File: src/hw/rtl/dfr_pkg.sv
// Shared types and constants for the delimited frame receiver.
// No dependencies; used by every module of the block.
package dfr_pkg;

    localparam int DEF_BUFFER_DEPTH = 512;
    localparam int DEF_MAX_READ     = 64;

    localparam int BYTE_W   = 8;
    localparam int OP_W     = 2;
    localparam int CNT_W    = 7;
    localparam int STATUS_W = 4;
    localparam int LEFT_W   = 10;
    localparam int MSG_W    = 16;
    localparam int RUN_W    = 4;
    localparam int CADDR_W  = 2;

    localparam logic [OP_W-1:0] OP_RECEIVE = 2'd0;
    localparam logic [OP_W-1:0] OP_READ    = 2'd1;
    localparam logic [OP_W-1:0] OP_DISCARD = 2'd2;
    localparam logic [OP_W-1:0] OP_CLEAR   = 2'd3;

    localparam logic [STATUS_W-1:0] STS_STORED        = 4'd0;
    localparam logic [STATUS_W-1:0] STS_FRAME_DONE    = 4'd1;
    localparam logic [STATUS_W-1:0] STS_BUSY          = 4'd2;
    localparam logic [STATUS_W-1:0] STS_OVERFLOW      = 4'd3;
    localparam logic [STATUS_W-1:0] STS_START_MISSING = 4'd4;
    localparam logic [STATUS_W-1:0] STS_DATA          = 4'd5;
    localparam logic [STATUS_W-1:0] STS_NO_MESSAGE    = 4'd6;
    localparam logic [STATUS_W-1:0] STS_DISCARDED     = 4'd7;
    localparam logic [STATUS_W-1:0] STS_CLEARED       = 4'd8;
    localparam logic [STATUS_W-1:0] STS_NOTHING_READ  = 4'd9;

    localparam logic [CADDR_W-1:0] REG_START_BYTE = 2'd0;
    localparam logic [CADDR_W-1:0] REG_END_BYTE   = 2'd1;
    localparam logic [CADDR_W-1:0] REG_DELIM_CNT  = 2'd2;

    localparam logic [BYTE_W-1:0] RST_START_BYTE = 8'd254;
    localparam logic [BYTE_W-1:0] RST_END_BYTE   = 8'd253;
    localparam logic [RUN_W-1:0]  RST_DELIM_CNT  = 4'd5;

    typedef struct packed {
        logic [BYTE_W-1:0] start_byte;
        logic [BYTE_W-1:0] end_byte;
        logic [RUN_W-1:0]  delimiter_count;
    } dfr_cfg_t;

endpackage

File: src/hw/rtl/dfr_byte_ram.sv
// Byte buffer: one write port, one read port, registered read data.
// Depends on dfr_pkg for the byte width and the default depth.
module dfr_byte_ram #(
    parameter int DEPTH = dfr_pkg::DEF_BUFFER_DEPTH,
    parameter int AW    = $clog2(DEPTH)
) (
    input  logic                       clk,
    input  logic                       we,
    input  logic [AW-1:0]              waddr,
    input  logic [dfr_pkg::BYTE_W-1:0] wdata,
    input  logic                       re,
    input  logic [AW-1:0]              raddr,
    output logic [dfr_pkg::BYTE_W-1:0] rdata
);

    logic [dfr_pkg::BYTE_W-1:0] mem [DEPTH];
    logic [dfr_pkg::BYTE_W-1:0] rdata_reg;

    always_ff @(posedge clk)
    begin
        if (we)
        begin
            mem[waddr] <= wdata;
        end
    end

    always_ff @(posedge clk)
    begin
        if (re)
        begin
            rdata_reg <= mem[raddr];
        end
    end

    assign rdata = rdata_reg;

endmodule

File: config.mk
export PLATFORM = sky130hd
export DESIGN_NAME = dfr_byte_ram
export DESIGN_NICKNAME = d
export VERILOG_FILES = /design/src/hw/rtl/dfr_pkg.sv /design/src/hw/rtl/dfr_byte_ram.sv
export SDC_FILE = /design/constraint.sdc
export NUM_CORES = 2
export LEC_CHECK = 0
export ABC_AREA = 0
export CORE_AREA = 2 2 734 736
export DETAILED_ROUTE_END_ITERATION = 7
export DIE_AREA = 0 0 736 738
export DONT_BUFFER_PORTS = 1
export PLACE_DENSITY = 0.46
export REMOVE_ABC_BUFFERS = 1
export SYNTH_ARGS = -nofsm -noshare
export SYNTH_HDL_FRONTEND = slang
export SYNTH_SLANG_ARGS = --single-unit
File: constraint.sdc
create_clock -name clk -period 3 [get_ports clk]
set_input_delay 0.15 -clock clk [delete_from_list [all_inputs] [get_ports clk]]
set_output_delay 0.15 -clock clk [all_outputs]
set_load 0.02 [all_outputs]
# Word level (Yosys, flattened, before mapping)
# Memory sizes are Yosys's and may differ from the RTL's. A register that Yosys moved wholly into a read port is not among the register bits.
# Cells that the tools add are included.
[classes] addsub=0 mul=0 n_div=0 n_lt_le_gt_ge=0 eq_ne=0 shift=0 n_mux=2 n_bitwise=0 reduce_logical=0
[ops] op="1-bit 2-to-1 mux" n=2
[totals] register_bits=0 latch_bits=0 mem_bits_rw=4096 romBits=0 input_bits=29 output_inout_bits=8 memories=1
[memory_table] memory="mem" depth=512 width=8 read_ports=1 rd_ports_with_merged_regs=1 wr=1 line_no="dfr_byte_ram.sv:16" rtl="logic [dfr_pkg::BYTE_W-1:0] mem [DEPTH];"

# Depth between registers and ports, before layout
[depth] ltp_word=2 mapped_depth=12

# Least setup slack after synthesis
# No wires, ideal clock.
[synth_path] path_kind="input-to-reg" start="input port raddr[0]" end="register rdata_reg, in the netlist rdata[0] (read register of mem), data pin" setup_time_ps=257 arrival_ps=2004 t_required_ps=2743 slack_ps=739 cell_stages=10 path_buffers=4 path_cell_list="buf_4 > buf_12 > buf_12 > buf_2 > mux4_2 > o21ai_0 > nand3_1 > nand4_1 > o21ai_0 > o2111a_1"
[synth_lines] item="from (decl)" line_no="dfr_byte_ram.sv:12" rtl="input logic [AW-1:0] raddr,"
[synth_lines] item="to (decl)" line_no="dfr_byte_ram.sv:17" rtl="logic [dfr_pkg::BYTE_W-1:0] rdata_reg;"

==> key figures <==
Outcome
  • Outcome: finished, violations left
  • Failing checks: negative hold slack, max-slew violations, negative setup slack

Global route
  • First-pass GRT wire length: 662400 um
  • Most Crowded Layer GR: met2
  • Met1 Use GR: 23.20%
  • Met3 Usage GRT: 2.329%
  • Largest net degree at the start of global routing: 513
  • Vias in the first global route: 85830
  • GRT overflow: 0
  • Antenna violations before repair: 17
  • Global-route usage over all layers: 16.85%
  • M2 GR Usage: 28.42%

Setup path
  • CP Data Arrival Time: 3980 ps
  • Crit path max fanout: 158
  • Worst Path Required: 3830 ps
  • CP startpoint kind: input port
  • Setup CP Type: in2reg
  • CP endpoint kind: flop

Placed design
  • Routability congestion estimate: 0.8133
  • Placed wire-length estimate: 280000 um
  • Placed insts: 15770
  • IO buf count: 0
  • Placed cell area: 0.1765 sq mm

Logic synthesis
  • Post-synthesis average cell area: 19.93 sq um
  • Post-synth EDFFs: 4104
  • Gate Count Post-Synth: 8030
  • Top post-synthesis cells by count: edfxtp_1 (4104), mux2i_1 (797), mux4_2 (654)
  • Synthesis Warnings: 0
  • Synth unique cells: 50
  • Count leader, synth: edfxtp_1
  • Async set or reset register ratio after synthesis: 0%
  • Post-synthesis sequential area ratio: 77.02%
  • Top FF cell, synth: edfxtp_1
  • Yosys top cell area share: 77.02%
  • Area contributors post-synth: edfxtp_1 (77%), mux4_2 (9.2%), mux2i_1 (5.0%)
  • Area leader, netlist: edfxtp_1
  • #FFs+latches synth: 4104
  • Cell area after synthesis: 0.1600 sq mm

Finish
  • Layout cell share with drive strength beyond 1: 26.35%
  • Final std cells w/o fill: 16630
  • Final design area excluding fillers: 0.1914 sq mm
  • Synth-to-Final Area Change: 19.64%
  • Largest register FFs: 4096
  • Fin nets: 9232

Power and ir drop
  • LEAKAGE: 62.01 nW
  • Pwr Total: 122.7 mW
  • Peak VDD IR: 0.5358 mV
  • P per Cell Area: 641.0 mW/mm^2

STA
  • Worst setup margin: -154.8 ps
  • Minimum clock period after layout: 3155 ps
  • RSZ-0062 raised after global routing: false
  • Setup-failing EPs final: 3
  • Setup tns final: -258.2 ps
  • Pins Over Slew Limit: 255
  • Worst slew pin tran: 1954 ps
  • Clock Skews: 81.44 ps
  • Fmax: 317.0 MHz
  • Hold WS: -341.1 ps
  • Period utilisation layout: 105.2%
  • Final Hold Viols: 88
  • Max_slew headroom: -30.30%

Floorplanning
  • Die area: 0.5432 sq mm
  • Row count: 269
  • Die W: 736 um
  • Initial Util: 29.90%
  • DIE HEIGHT: 738 um
  • Core region area: 0.5352 sq mm
  • Top Ports: 37

Routing
  • Routed len/inst: 28.36 um
  • DR iter-0 viols: 8034
  • Count of antenna-violating nets left after detailed routing: 0
  • Drt pass-1 iters: 6
  • Via Count: 83730
  • Routed WL: 471600 um
  • Drc violations: 0
  • Vias per cell: 5.036

Clock network
  • Clock buffers created by TritonCTS: 432
  • Worst-path clk slew: 60 ps
  • CTS Sinks: 4104
  • Clock H-tree levels: 5
  • CTS tree: done
  • Worst-Skew Late Latency: 1020 ps
  • Clock root buffer: clkbuf_16
  • CTS Buffer Depth: 4
  • Setup Fix Bufs, Post-CTS: 0

Run
  • Max Cap Viol: 0

Hold path
  • Worst min path class: in2reg
metal layers:
metal  vias up  part of all wire (%)  wire (um)
li1      35860                     -          -
met3       537                   5.2      24580
met4         0                   2.3      10840
met1     44910                    44     205900
met2      2417                    49     230300
met5         -                     0          0
worst paths after layout:
kind,depth (start not counted),from,slack (ps),to
hold / removal,0,wdata[3],-340,mem[238][3]
setup / recovery,11,raddr[2],-150,rdata[0]
setup reg to reg,9,mem[187][0],100,rdata[0]
hold reg to reg,7,mem[10][6],1300,rdata[6]
final cells by class:
class | instances | area (sq um)
fillers | 49670 | 343700
clock inverters | 267 | 2714
repair buffers | 1252 | 11300
well taps | 7046 | 8816
diodes | 20 | 50.05
flip-flops and latches | 4104 | 123200
multi-input cells | 3410 | 34040
inverters | 3 | 18.77
clock buffers | 524 | 11260
power by group:
group          internal [mW]  switching (mW)  total (mW)  leakage (nW)
Combinational           2.40            3.94        6.34          18.3
Sequential              63.2          0.0935        63.3          36.9
Clock                   30.5            22.5        53.1          6.80
Total                   96.2            26.6         123          62.0
what timing repair did:
action	4_1_cts	5_1_grt
pin swaps	0	1
hold buffers	21	11
setup endpoints to repair	4	3
gates resized for setup	4	4
hold endpoints to repair	4390	1330
worst max-delay path, stage by stage:
cell and delay [ps]:
or2_4 650, buf_12 230, buf_4 210, o221ai_1 190, o22ai_1 120, o21ai_0 580, buf_4 220, nand4_1 260
nor4_1 440, buf_4 210, o2111a_1 190
kinds of logic after synthesis:
group | after synthesis | share of synthesized area [%]
compound gates | 979 | 4.311
flops | 4104 | 77.02
simple gates | 980 | 2.630
mux | 1451 | 14.19
buf+inv | 516 | 1.848
cell usage in the layout (no fill, tap or decap), types with 6 or more instances in the layout:
cell and instances:
a211oi_1 17, o21ai_1 7, and2_1 19, nor3_1 108, clkinv_2 78, o22ai_1 163, clkinvlp_4 11, clkinv_1 107
a21oi_1 194, mux2i_1 797, clkbuf_1 87, buf_16 23, o31ai_1 13, buf_4 1092, o21ai_0 112, nor2_1 595
buf_12 110, or3_1 6, nor3b_1 7, clkinv_8 9, o2111a_1 8, o221ai_1 370, a22oi_1 61, bufinv_16 45
nor4_1 33, edfxtp_1 4104, clkbuf_16 437, diode_2 20, clkinv_16 8, mux4_2 654, dlygate4sd3_1 27, nand4_1 32
nand3_1 32, nand2_4 12, o41ai_1 6, nand2_1 96
stage by stage:
| step | setup slack, ps | utilization, % |
|---|---|---|
| floorplan | -5921 | - |
| global placement | -1130 | 32.98 |
| detailed placement | -1115 | 32.98 |
| CTS | -51.88 | 35.64 |
| global route | 45.18 | 35.76 |
| finish | -154.8 | 35.77 |
Power figures use the tool's default switching activity.
