$ cat config.mk
export PLATFORM = sky130hd
export DESIGN_NAME = dfr_ctrl
export DESIGN_NICKNAME = d
export VERILOG_FILES = /design/src/hw/rtl/dfr_pkg.sv /design/src/hw/rtl/dfr_ctrl.sv
export SDC_FILE = /design/constraint.sdc
export NUM_CORES = 1
export LEC_CHECK = 0
export ABC_AREA = 1
export CAP_MARGIN = 20
export CORE_ASPECT_RATIO = 0.9
export CORE_MARGIN = 10
export CORE_UTILIZATION = 50
export CTS_CLUSTER_SIZE = 25
export DETAILED_ROUTE_END_ITERATION = 10
export DONT_BUFFER_PORTS = 1
export GPL_TIMING_DRIVEN = 0
export HOLD_SLACK_MARGIN = 0.05
export PLACE_DENSITY = 0.68
export SLEW_MARGIN = 20
export SYNTH_ARGS = -nofsm -noshare
export SYNTH_HDL_FRONTEND = slang
export SYNTH_SLANG_ARGS = --single-unit
$ cat constraint.sdc
create_clock -name clk -period 5.6 [get_ports clk]
set_input_delay 0.56 -clock clk [delete_from_list [all_inputs] [get_ports clk]]
set_output_delay 0.56 -clock clk [all_outputs]
set_load 0.02 [all_outputs]
$ cat src/hw/rtl/dfr_pkg.sv
// Shared types and constants for the delimited frame receiver.
// No dependencies; used by every module of the block.
package dfr_pkg;

    localparam int DEF_BUFFER_DEPTH = 512;
    localparam int DEF_MAX_READ     = 64;

    localparam int BYTE_W   = 8;
    localparam int OP_W     = 2;
    localparam int CNT_W    = 7;
    localparam int STATUS_W = 4;
    localparam int LEFT_W   = 10;
    localparam int MSG_W    = 16;
    localparam int RUN_W    = 4;
    localparam int CADDR_W  = 2;

    localparam logic [OP_W-1:0] OP_RECEIVE = 2'd0;
    localparam logic [OP_W-1:0] OP_READ    = 2'd1;
    localparam logic [OP_W-1:0] OP_DISCARD = 2'd2;
    localparam logic [OP_W-1:0] OP_CLEAR   = 2'd3;

    localparam logic [STATUS_W-1:0] STS_STORED        = 4'd0;
    localparam logic [STATUS_W-1:0] STS_FRAME_DONE    = 4'd1;
    localparam logic [STATUS_W-1:0] STS_BUSY          = 4'd2;
    localparam logic [STATUS_W-1:0] STS_OVERFLOW      = 4'd3;
    localparam logic [STATUS_W-1:0] STS_START_MISSING = 4'd4;
    localparam logic [STATUS_W-1:0] STS_DATA          = 4'd5;
    localparam logic [STATUS_W-1:0] STS_NO_MESSAGE    = 4'd6;
    localparam logic [STATUS_W-1:0] STS_DISCARDED     = 4'd7;
    localparam logic [STATUS_W-1:0] STS_CLEARED       = 4'd8;
    localparam logic [STATUS_W-1:0] STS_NOTHING_READ  = 4'd9;

    localparam logic [CADDR_W-1:0] REG_START_BYTE = 2'd0;
    localparam logic [CADDR_W-1:0] REG_END_BYTE   = 2'd1;
    localparam logic [CADDR_W-1:0] REG_DELIM_CNT  = 2'd2;

    localparam logic [BYTE_W-1:0] RST_START_BYTE = 8'd254;
    localparam logic [BYTE_W-1:0] RST_END_BYTE   = 8'd253;
    localparam logic [RUN_W-1:0]  RST_DELIM_CNT  = 4'd5;

    typedef struct packed {
        logic [BYTE_W-1:0] start_byte;
        logic [BYTE_W-1:0] end_byte;
        logic [RUN_W-1:0]  delimiter_count;
    } dfr_cfg_t;

endpackage

$ cat src/hw/rtl/dfr_ctrl.sv
// Frame control: run tracking, buffer indexes, read sequencer, output register.
// Depends on dfr_pkg; drives the ports of dfr_byte_ram.
module dfr_ctrl #(
    parameter int BUFFER_DEPTH = dfr_pkg::DEF_BUFFER_DEPTH,
    parameter int MAX_READ     = dfr_pkg::DEF_MAX_READ,
    parameter int AW           = $clog2(BUFFER_DEPTH)
) (
    input  logic                         clk,
    input  logic                         rst_n,
    input  dfr_pkg::dfr_cfg_t            cfg,
    input  logic                         in_valid,
    output logic                         in_ready,
    input  logic [dfr_pkg::OP_W-1:0]     operation,
    input  logic [dfr_pkg::BYTE_W-1:0]   rx_byte,
    input  logic [dfr_pkg::CNT_W-1:0]    byte_count,
    output logic                         out_valid,
    input  logic                         out_ready,
    output logic [dfr_pkg::STATUS_W-1:0] status,
    output logic [dfr_pkg::BYTE_W-1:0]   data_byte,
    output logic                         last,
    output logic [dfr_pkg::LEFT_W-1:0]   bytes_left,
    output logic [dfr_pkg::MSG_W-1:0]    message_number,
    output logic                         ram_we,
    output logic [AW-1:0]                ram_waddr,
    output logic [dfr_pkg::BYTE_W-1:0]   ram_wdata,
    output logic                         ram_re,
    output logic [AW-1:0]                ram_raddr,
    input  logic [dfr_pkg::BYTE_W-1:0]   ram_rdata
);

    localparam int IW = $clog2(BUFFER_DEPTH + 1);
    localparam int RW = $clog2(MAX_READ + 1);
    localparam int NW = (IW > dfr_pkg::CNT_W) ? IW : dfr_pkg::CNT_W;

    localparam logic ST_IDLE = 1'b0;
    localparam logic ST_READ = 1'b1;

    logic                          state_reg, state_next;
    logic [IW-1:0]                 write_index_reg, write_index_next;
    logic [IW-1:0]                 read_index_reg, read_index_next;
    logic [IW-1:0]                 start_index_reg, start_index_next;
    logic                          frame_ready_reg, frame_ready_next;
    logic                          start_seen_reg, start_seen_next;
    logic                          error_latched_reg, error_latched_next;
    logic [dfr_pkg::RUN_W-1:0]     start_run_reg, start_run_next;
    logic [dfr_pkg::RUN_W-1:0]     end_run_reg, end_run_next;
    logic [dfr_pkg::MSG_W-1:0]     frames_done_reg, frames_done_next;
    logic [RW-1:0]                 rd_cnt_reg, rd_cnt_next;

    logic                          out_valid_reg, out_valid_next;
    logic [dfr_pkg::STATUS_W-1:0]  out_status_reg, out_status_next;
    logic [dfr_pkg::BYTE_W-1:0]    out_data_reg, out_data_next;
    logic                          out_last_reg, out_last_next;
    logic [dfr_pkg::LEFT_W-1:0]    out_left_reg, out_left_next;
    logic [dfr_pkg::MSG_W-1:0]     out_msg_reg, out_msg_next;

    logic                          slot_free;
    logic                          accept;
    logic                          out_load;
    logic                          do_empty;
    logic                          seen;
    logic [IW-1:0]                 sidx;
    logic [dfr_pkg::RUN_W-1:0]     srun;
    logic [dfr_pkg::RUN_W-1:0]     erun;
    logic [IW-1:0]                 left;
    logic [NW-1:0]                 n_ext;
    logic [RW-1:0]                 n_rd;
    logic [IW-1:0]                 ri;

    assign slot_free = !out_valid_reg || out_ready;
    assign in_ready  = (state_reg == ST_IDLE) && slot_free;
    assign accept    = in_valid && in_ready;

    assign left = write_index_reg - read_index_reg;

    always_comb
    begin
        state_next         = state_reg;
        write_index_next   = write_index_reg;
        read_index_next    = read_index_reg;
        start_index_next   = start_index_reg;
        frame_ready_next   = frame_ready_reg;
        start_seen_next    = start_seen_reg;
        error_latched_next = error_latched_reg;
        start_run_next     = start_run_reg;
        end_run_next       = end_run_reg;
        frames_done_next   = frames_done_reg;
        rd_cnt_next        = rd_cnt_reg;

        out_load        = 1'b0;
        out_status_next = out_status_reg;
        out_data_next   = '0;
        out_last_next   = 1'b1;
        out_left_next   = '0;
        do_empty        = 1'b0;

        ram_we    = 1'b0;
        ram_waddr = write_index_reg[AW-1:0];
        ram_wdata = rx_byte;
        ram_re    = 1'b0;
        ram_raddr = read_index_reg[AW-1:0];

        seen  = start_seen_reg;
        sidx  = start_index_reg;
        srun  = '0;
        erun  = '0;
        n_ext = (NW'(byte_count) < NW'(left)) ? NW'(byte_count) : NW'(left);
        n_rd  = (n_ext > NW'(MAX_READ)) ? RW'(MAX_READ) : RW'(n_ext);
        ri    = read_index_reg + IW'(n_ext);

        if (accept)
        begin
            out_load = 1'b1;
            if (error_latched_reg)
            begin
                out_status_next = dfr_pkg::STS_START_MISSING;
            end
            else
            begin
                case (operation)
                    dfr_pkg::OP_RECEIVE:
                    begin
                        if (frame_ready_reg)
                        begin
                            out_status_next = dfr_pkg::STS_BUSY;
                            out_left_next   = dfr_pkg::LEFT_W'(left);
                        end
                        else if (write_index_reg >= IW'(BUFFER_DEPTH))
                        begin
                            out_status_next = dfr_pkg::STS_OVERFLOW;
                        end
                        else
                        begin
                            ram_we           = 1'b1;
                            write_index_next = write_index_reg + IW'(1);
                            if (!start_seen_reg && start_run_reg == cfg.delimiter_count)
                            begin
                                seen = 1'b1;
                                sidx = write_index_reg;
                            end
                            if (rx_byte == cfg.start_byte)
                            begin
                                srun = (start_run_reg == '1) ? start_run_reg
                                                             : start_run_reg + 4'd1;
                            end
                            if (rx_byte == cfg.end_byte)
                            begin
                                erun = (end_run_reg == '1) ? end_run_reg : end_run_reg + 4'd1;
                            end
                            start_seen_next  = seen;
                            start_index_next = sidx;
                            start_run_next   = srun;
                            end_run_next     = erun;
                            if (rx_byte == cfg.end_byte && erun == cfg.delimiter_count)
                            begin
                                if (!seen)
                                begin
                                    error_latched_next = 1'b1;
                                    out_status_next    = dfr_pkg::STS_START_MISSING;
                                end
                                else
                                begin
                                    frame_ready_next = 1'b1;
                                    read_index_next  = sidx;
                                    frames_done_next = frames_done_reg + 16'd1;
                                    out_status_next  = dfr_pkg::STS_FRAME_DONE;
                                    out_left_next    =
                                        dfr_pkg::LEFT_W'(write_index_next - sidx);
                                end
                            end
                            else
                            begin
                                out_status_next = dfr_pkg::STS_STORED;
                            end
                        end
                    end
                    dfr_pkg::OP_CLEAR:
                    begin
                        do_empty        = 1'b1;
                        out_status_next = dfr_pkg::STS_CLEARED;
                    end
                    dfr_pkg::OP_DISCARD:
                    begin
                        if (!frame_ready_reg)
                        begin
                            out_status_next = dfr_pkg::STS_NO_MESSAGE;
                        end
                        else
                        begin
                            out_status_next = dfr_pkg::STS_DISCARDED;
                            if (ri == write_index_reg)
                            begin
                                do_empty = 1'b1;
                            end
                            else
                            begin
                                read_index_next = ri;
                                out_left_next   = dfr_pkg::LEFT_W'(write_index_reg - ri);
                            end
                        end
                    end
                    default:
                    begin
                        if (!frame_ready_reg)
                        begin
                            out_status_next = dfr_pkg::STS_NO_MESSAGE;
                        end
                        else if (n_rd == '0)
                        begin
                            out_status_next = dfr_pkg::STS_NOTHING_READ;
                            out_left_next   = dfr_pkg::LEFT_W'(left);
                        end
                        else
                        begin
                            out_load    = 1'b0;
                            state_next  = ST_READ;
                            rd_cnt_next = n_rd;
                            ram_re      = 1'b1;
                        end
                    end
                endcase
            end
        end
        else if (state_reg == ST_READ && slot_free)
        begin
            out_load        = 1'b1;
            out_status_next = dfr_pkg::STS_DATA;
            out_data_next   = ram_rdata;
            ri              = read_index_reg + IW'(1);
            out_left_next   = dfr_pkg::LEFT_W'(write_index_reg - ri);
            read_index_next = ri;
            if (rd_cnt_reg == RW'(1))
            begin
                state_next = ST_IDLE;
                if (ri == write_index_reg)
                begin
                    do_empty = 1'b1;
                end
            end
            else
            begin
                out_last_next = 1'b0;
                rd_cnt_next   = rd_cnt_reg - RW'(1);
                ram_re        = 1'b1;
                ram_raddr     = ri[AW-1:0];
            end
        end

        if (do_empty)
        begin
            write_index_next = '0;
            read_index_next  = '0;
            frame_ready_next = 1'b0;
            end_run_next     = '0;
            start_run_next   = '0;
            start_index_next = '0;
            start_seen_next  = 1'b0;
        end

        out_msg_next   = frames_done_next;
        out_valid_next = out_load || (out_valid_reg && !out_ready);
    end

    always_ff @(posedge clk or negedge rst_n)
    begin
        if (!rst_n)
        begin
            state_reg         <= ST_IDLE;
            write_index_reg   <= '0;
            read_index_reg    <= '0;
            start_index_reg   <= '0;
            frame_ready_reg   <= 1'b0;
            start_seen_reg    <= 1'b0;
            error_latched_reg <= 1'b0;
            start_run_reg     <= '0;
            end_run_reg       <= '0;
            frames_done_reg   <= '0;
            rd_cnt_reg        <= '0;
            out_valid_reg     <= 1'b0;
        end
        else
        begin
            state_reg         <= state_next;
            write_index_reg   <= write_index_next;
            read_index_reg    <= read_index_next;
            start_index_reg   <= start_index_next;
            frame_ready_reg   <= frame_ready_next;
            start_seen_reg    <= start_seen_next;
            error_latched_reg <= error_latched_next;
            start_run_reg     <= start_run_next;
            end_run_reg       <= end_run_next;
            frames_done_reg   <= frames_done_next;
            rd_cnt_reg        <= rd_cnt_next;
            out_valid_reg     <= out_valid_next;
        end
    end

    always_ff @(posedge clk)
    begin
        if (out_load)
        begin
            out_status_reg <= out_status_next;
            out_data_reg   <= out_data_next;
            out_last_reg   <= out_last_next;
            out_left_reg   <= out_left_next;
            out_msg_reg    <= out_msg_next;
        end
    end

    assign out_valid      = out_valid_reg;
    assign status         = out_status_reg;
    assign data_byte      = out_data_reg;
    assign last           = out_last_reg;
    assign bytes_left     = out_left_reg;
    assign message_number = out_msg_reg;

    a_windex_bound: assert property (@(posedge clk) disable iff (!rst_n)
        write_index_reg <= IW'(BUFFER_DEPTH))
        else $error("write index beyond buffer");

    a_rindex_order: assert property (@(posedge clk) disable iff (!rst_n)
        frame_ready_reg |-> (read_index_reg < write_index_reg))
        else $error("pending frame with no bytes left");

    a_read_state: assert property (@(posedge clk) disable iff (!rst_n)
        (state_reg == ST_READ) |-> (frame_ready_reg && rd_cnt_reg != '0))
        else $error("read sequencer active without pending frame");

    a_no_write_pending: assert property (@(posedge clk) disable iff (!rst_n)
        ram_we |-> !frame_ready_reg)
        else $error("buffer written while frame pending");

    a_error_sticky: assert property (@(posedge clk) disable iff (!rst_n)
        error_latched_reg |=> error_latched_reg)
        else $error("error flag dropped");

endmodule

# After elaboration in Yosys (flattened, before gate mapping)
# Index checks and enable logic that the tools add are counted.
dict set report word_totals {
  elab_cells 241
  input_bits 49
  output_inout_bits 69
  reg_bits 105
}
dict set report op_classes {
  n_eq_ne 29
  bitwise_logic 2
  order_cmp 3
  add_sub_neg 11
  mux 152
  reduce_logical 27
}
# cell n
set op_table {}
lappend op_table {{two-way mux 10 bit} 40}
lappend op_table {{two-way mux 4 bit} 29}
lappend op_table {{two-way mux 16 bit} 7}
lappend op_table {{two-way mux 1 bit} 60}
lappend op_table {{two-way mux 7 bit} 8}
lappend op_table {{subtractor 10 bit} 4}
lappend op_table {{case mux 10 bit (3 select lines)} 1}
lappend op_table {{two-way mux 9 bit} 3}
lappend op_table {{adder 10 x 1 -> 10 bit, second input constant} 2}
lappend op_table {{equality test 10 bit} 2}
lappend op_table {{inequality test 4 bit, second input constant} 5}
lappend op_table {{case mux 10 bit (2 select lines)} 1}
lappend op_table {{AND reduction 6 bit} 3}
lappend op_table {{adder 16 x 1 -> 16 bit, second input constant} 1}
lappend op_table {{equality test 8 bit} 2}
lappend op_table {{inequality test 2 bit, second input constant} 6}
lappend op_table {{case mux 4 bit (3 select lines)} 1}
lappend op_table {{adder 10 bit} 1}
lappend op_table {{>= comparator 10 bit, second input constant} 1}
lappend op_table {{greater-than comparator 10 x 7 -> 1 bit, second input constant} 1}
lappend op_table {{less-than comparator 7 x 10 -> 1 bit} 1}
lappend op_table {{AND reduction 9 bit} 1}
lappend op_table {{adder 4 x 1 -> 4 bit, second input constant} 2}
lappend op_table {{equality test 4 bit} 2}
lappend op_table {{other kinds (24)} 40}

# Logic depth before layout (Yosys ltp)
dict set report depth {
  word_depth 17
  ltp_mapped 46
  ltp_nobuf 45
}

# Least setup slack after synthesis
# OpenSTA, ideal clock, no wires.
dict set report synth_timing {
  kind {reg2reg}
  from {register write_index_reg[0]}
  to {register write_index_reg[1]}
  required_ns 5.462
  t_arrival_ns 5.833
  slack_ns -0.372
  setup_ns 0.138
  period_less_slack_ns 5.972
  path_buffers 2
  path_stages_with_launch 43
  cell_sequence {dfrtp_1 > clkbuf_1 > inv_1 > ha_1 > fa_1 > inv_1 > nand3_2 > nand2_2 > a21oi_1 > o21ai_0 > xor2_1 > inv_1 > ha_1 > nand2_1 > inv_1 > nand2_2 > nand2_4 > nand2_4 > [7 not listed] > or2_2 > nand2_1 > nand2_1 > nand2_1 > a21oi_1 > or2_2 > nand2_1 > ha_1 > nand2_1 > nor3_1 > nand3_1 > nand2_1 > nand3_2 > nand3_1 > nand2_4 > inv_4 > buf_6 > o22ai_1}
}
dict set report synth_between {
  elab_chain_cells 12
  elab_cells_between_ends 28
  cone_classes {3 x add/sub; 2 x order compare; 5 x eq/ne; 15 x mux; 3 x reduce/logical}
}
# element line_no
set synth_rtl {}
lappend synth_rtl {{start, declared} dfr_ctrl.sv:39} ;# logic [IW-1:0] write_index_reg, write_index_next;
lappend synth_rtl {{start signal, assigned} dfr_ctrl.sv:284} ;# write_index_reg <= write_index_next;
lappend synth_rtl {{subtractor 10 bit} dfr_ctrl.sv:74} ;# assign left = write_index_reg - read_index_reg;
lappend synth_rtl {{less-than comparator 7 x 10 -> 1 bit} dfr_ctrl.sv:107} ;# n_ext = (NW'(byte_count) < NW'(left)) ? NW'(byte_count) : NW'(left);
lappend synth_rtl {{two-way mux 10 bit} dfr_ctrl.sv:107}
lappend synth_rtl {{adder 10 bit} dfr_ctrl.sv:109} ;# ri = read_index_reg + IW'(n_ext);
lappend synth_rtl {{equality test 10 bit} dfr_ctrl.sv:191} ;# if (ri == write_index_reg)
lappend synth_rtl {{two-way mux 1 bit} dfr_ctrl.sv:191}
lappend synth_rtl {{two-way mux 1 bit} dfr_ctrl.sv:184} ;# if (!frame_ready_reg)
lappend synth_rtl {{case mux 1 bit (2 select lines)} dfr_ctrl.sv:120} ;# case (operation)
lappend synth_rtl {{two-way mux 1 bit} dfr_ctrl.sv:114} ;# if (error_latched_reg)
lappend synth_rtl {{two-way mux 1 bit} dfr_ctrl.sv:111} ;# if (accept)
lappend synth_rtl {{inequality test 2 bit (no line) (tied with other cells)} -}
lappend synth_rtl {{AND reduction 5 bit (no line)} -}
# Parallel ways exist; a longest one is shown, timed or not. The select of a mux whose other input is x is not followed.
# A chain may end at the register's enable or synchronous reset.

# Final worst setup path
dict set report layout_timing {
  from {register write_index_reg[1]}
  to {register read_index_reg[8]}
}
dict set report layout_between {
  elab_chain_cells 12
  elab_cells_between_ends 31
  cone_classes {2 x add/sub; 2 x order compare; 10 x eq/ne; 15 x mux; 2 x reduce/logical}
}
# element line_no
set layout_rtl {}
lappend layout_rtl {{subtractor 10 bit} dfr_ctrl.sv:74}
lappend layout_rtl {{less-than comparator 7 x 10 -> 1 bit} dfr_ctrl.sv:107}
lappend layout_rtl {{two-way mux 10 bit} dfr_ctrl.sv:107}
lappend layout_rtl {{adder 10 bit} dfr_ctrl.sv:109}
lappend layout_rtl {{equality test 10 bit} dfr_ctrl.sv:191}
lappend layout_rtl {{two-way mux 1 bit} dfr_ctrl.sv:191}
lappend layout_rtl {{two-way mux 1 bit} dfr_ctrl.sv:184}
lappend layout_rtl {{case mux 1 bit (2 select lines)} dfr_ctrl.sv:120}
lappend layout_rtl {{two-way mux 1 bit} dfr_ctrl.sv:114}
lappend layout_rtl {{two-way mux 1 bit} dfr_ctrl.sv:111}
lappend layout_rtl {{inequality test 4 x 3 -> 1 bit (no line) (tied with other cells)} -}
lappend layout_rtl {{AND reduction 9 bit (no line)} -}
lappend layout_rtl {{end signal, assigned} dfr_ctrl.sv:285} ;# read_index_reg <= read_index_next;
lappend layout_rtl {{end, declared} dfr_ctrl.sv:40} ;# logic [IW-1:0] read_index_reg, read_index_next;
# Parallel ways exist; a longest one is shown, timed or not. The select of a mux whose other input is x is not followed.

==> impl_metrics.toml <==
[outcome]
status = "finished, violations left"
violations = "setup timing"

[finish]
fillers = 1513
multiInputGateArea_sq_um = 5727
area.growth.synth_to_final_pct = 19.99
nets = 1352
fin_area_sq_um = 10510
layout-drive-gt1-share_pct = 21.69
most-common-layout-cells = "nand2_1 (239), inv_1 (136), nor2_1 (95), o21ai_0 (72), dfrtp_1 (60)"
antenna_cells = 0
mostFrequentLayoutCell = "nand2_1"
regArea_sq_um = 2830

[sta]
hold-worst-slack_ns = 0.05610
tightest_slew_ns = 0.7588
slew-limit-headroom_pct = 48.95
finalCritPeriodShare_pct = 102.7
timing.fmax_mhz = 173.9
slew_violations = 0
fin_crit_ns = 5.750
finalWorstSetupSlack_ns = -0.1503
rsz0062_at_grt = "true"
setup_viol = 47
timing.final.hold_violations = 0
fin_skew_ns = 0.01687

[yosys]
syn_inst = 1181
yosysWarningCount = 0
synth_simple_gate_area_share_pct = 28.61
synthArstFlopShare_pct = 62.86
yosys.area_share.adder_pct = 9.433
syn_area_per_cell_sq_um = 7.413
ys_ff_latch = 105
synth_edf_count = 39
ys_types = 54
synth-seq-area-share_pct = 32.24
synth_top_family_by_area = "simple AND/OR/NAND/NOR gates"
synth_compound_gate_area_share_pct = 12.51
ys.flop_type = "dfrtp_1"
synthesis.area_sq_um = 8755
synth_xor_area_share_pct = 7.303
synth.mux.area_fraction_pct = 0.2430

[grt]
overflow = 0
grt_usage_pct = 22.29
grt_start_max_net_pins = 67
first_global_vias = 7525
antenna_found_initial = 0
grt_pass1_wl_um = 41920

[detailed_routing]
routed_wl_um = 27030
wire_per_inst_um = 18.26
drtIter0Drc = 777
drt-vias-per-instance = 5.528
antenna_left = 0
drt_first_pass_iters = 5
num_vias = 8181
route.detailed.drc = 0

[floorplan]
rows = 45
pin_count = 118
die_w_um = 159.5
initial_core_util_pct = 51.49
die-area_sq_um = 23210
core_area_sq_um = 17000
die_y_um = 145.5

[critical_path]
reg2reg_from = "write_index_reg[1]"
crit_path_start_kind = "register"
startpoint = "write_index_reg[1]"
path_max_fanout = 7
critPathArrivalTime_ns = 6.01
end_kind = "register"
crit_path_frequent_cell = "nand2_2"
slowest_delay_ns = 0.52
crit_required_ns = 5.86
path_class = "register to register"
slowest_stage = "dfrtp_2"

[clock_network]
cts_sinks = 105
insertion_delay_ns = 0.37
cts-buffers-inserted = 9
cts_root_buf = "clkbuf_16"
htreeDepth = 3
cts_tree = "yes"
max-clock-path-buffers = 2
clkTransAtPathRegs_ns = 0.09

[power]
p_leak_nw = 4.838
vdd_drop_max_v = 0.0003716
fin_total_pwr_w = 0.005185
powerDensity_nw_per_um2 = 493.6

[job]
drv_cap = 0

[placement]
place_area_sq_um = 9116
finalWeightedCongestion = 0.9910
pre_cts_ws_ns = -1.196
dpl.hpwl_um = 20300
io_buffers = 0

[worst_hold_path]
hold_class = "input port to asynchronous set/reset pin"
## metrics by stage
stage | cells | util (%) | setup TNS (ns)
after floorplan | 1182 | - | 0
after global placement | 1417 | 53.41 | -72.21
after detailed placement | 1418 | 53.61 | -52.38
after CTS | 1462 | 58.87 | -5.862
after global routing | 1480 | 61.78 | -16.50
final | 1480 | 61.78 | -2.849
## what timing repair did
item / 4_1_cts / 5_1_grt
pin swaps: 35 / 45
endpoints found under the setup margin: 50 / 50
hold buffers: 1 / 0
hold endpoints to repair: 66 / 0
gates cloned: 2 / 1
resized for setup: 83 / 91
setup buffers: 25 / 18
## final timing paths
check	to	slack [ns]	cells after the start
hold / removal	write_index_reg[8]	0.06	1
hold reg to reg	frames_done_reg[15]	0.47	1
setup / recovery	read_index_reg[8]	-0.15	40
max in group asynchronous	rd_cnt_reg[5]	5.22	1
min in group clk	data_byte[6]	0.41	2
setup reg to reg	read_index_reg[8]	-0.15	40
## per-layer routing
layer | vias up | wire [um] | global-route usage, %
li1 | 4007 | - | -
met1 | 3812 | 12220 | 30.72
met2 | 323 | 12210 | 34.33
met3 | 39 | 2141 | 5.818
met4 | 0 | 450 | 4.630
met5 | - | 0 | 0
## worst max-delay path: cells and delay by family, from the launching register on
kind                       cells  cell delay [ns]
adders and majority gates      4             1.25
xor gates and xnor gates       1             0.23
and+or+nand+nor               21             2.00
AOI/OAI and AO/OA              7             0.79
DFF                            1             0.52
buffers and inverters          7             0.83
## logic make-up (layout without fill, tap and decap cells)
group	Yosys count	in the layout
other cells	1	2
simple gates	544	545
buf+inv	197	259
flops	105	105
fa+ha+maj	63	63
mux	2	2
xor+xnor	73	73
compound gates	196	196
## layout make-up
class | instances | area share [%]
multi-input cells | 881 | 54.51
flip-flops and latches | 105 | 26.94
inverters | 156 | 5.860
repair buffers | 47 | 4.454
well taps | 235 | 2.799
plain buffers | 40 | 2.525
clock buffers | 9 | 2.144
clock inverters | 7 | 0.7623
## Yosys cell counts, types with 2 or more instances
cell type	count	area [sq um]
nand2_1	270	1013
inv_1	148	555.5
nor2_1	102	382.9
o21ai_0	83	415.4
nand3_1	68	340.3
dfrtp_1	66	1652
a21oi_1	62	310.3
ha_1	58	725.7
xor2_1	50	437.9
edfxtp_1	39	1171
nand4_1	31	193.9
xnor2_1	23	201.4
buf_4	19	142.6
clkbuf_1	15	56.30
nand2_2	14	87.58
nor3_1	13	65.06
o22ai_1	10	62.56
or2_2	10	62.56
o21ai_1	9	45.04
nand2_4	7	78.83
nand3b_1	6	45.04
nor4_1	6	37.54
o21bai_1	6	45.04
fa_1	5	100.1
inv_2	5	18.77
o211ai_1	5	37.54
o21ai_2	5	43.79
a21oi_2	4	35.03
nand3_2	4	40.04
buf_2	3	15.01
buf_6	3	33.78
nor2_4	3	33.78
a221oi_1	2	17.52
a31oi_1	2	12.51
and3_1	2	12.51
inv_4	2	12.51
nor2_2	2	12.51
nor4_2	2	25.02
o21a_1	2	15.01
## power breakdown
group          switching (W)  internal, W
clock               0.000344     0.000321
sequential          0.000258      0.00101
combinational        0.00201      0.00124
Note: power is estimated with default switching activity, not from simulation.
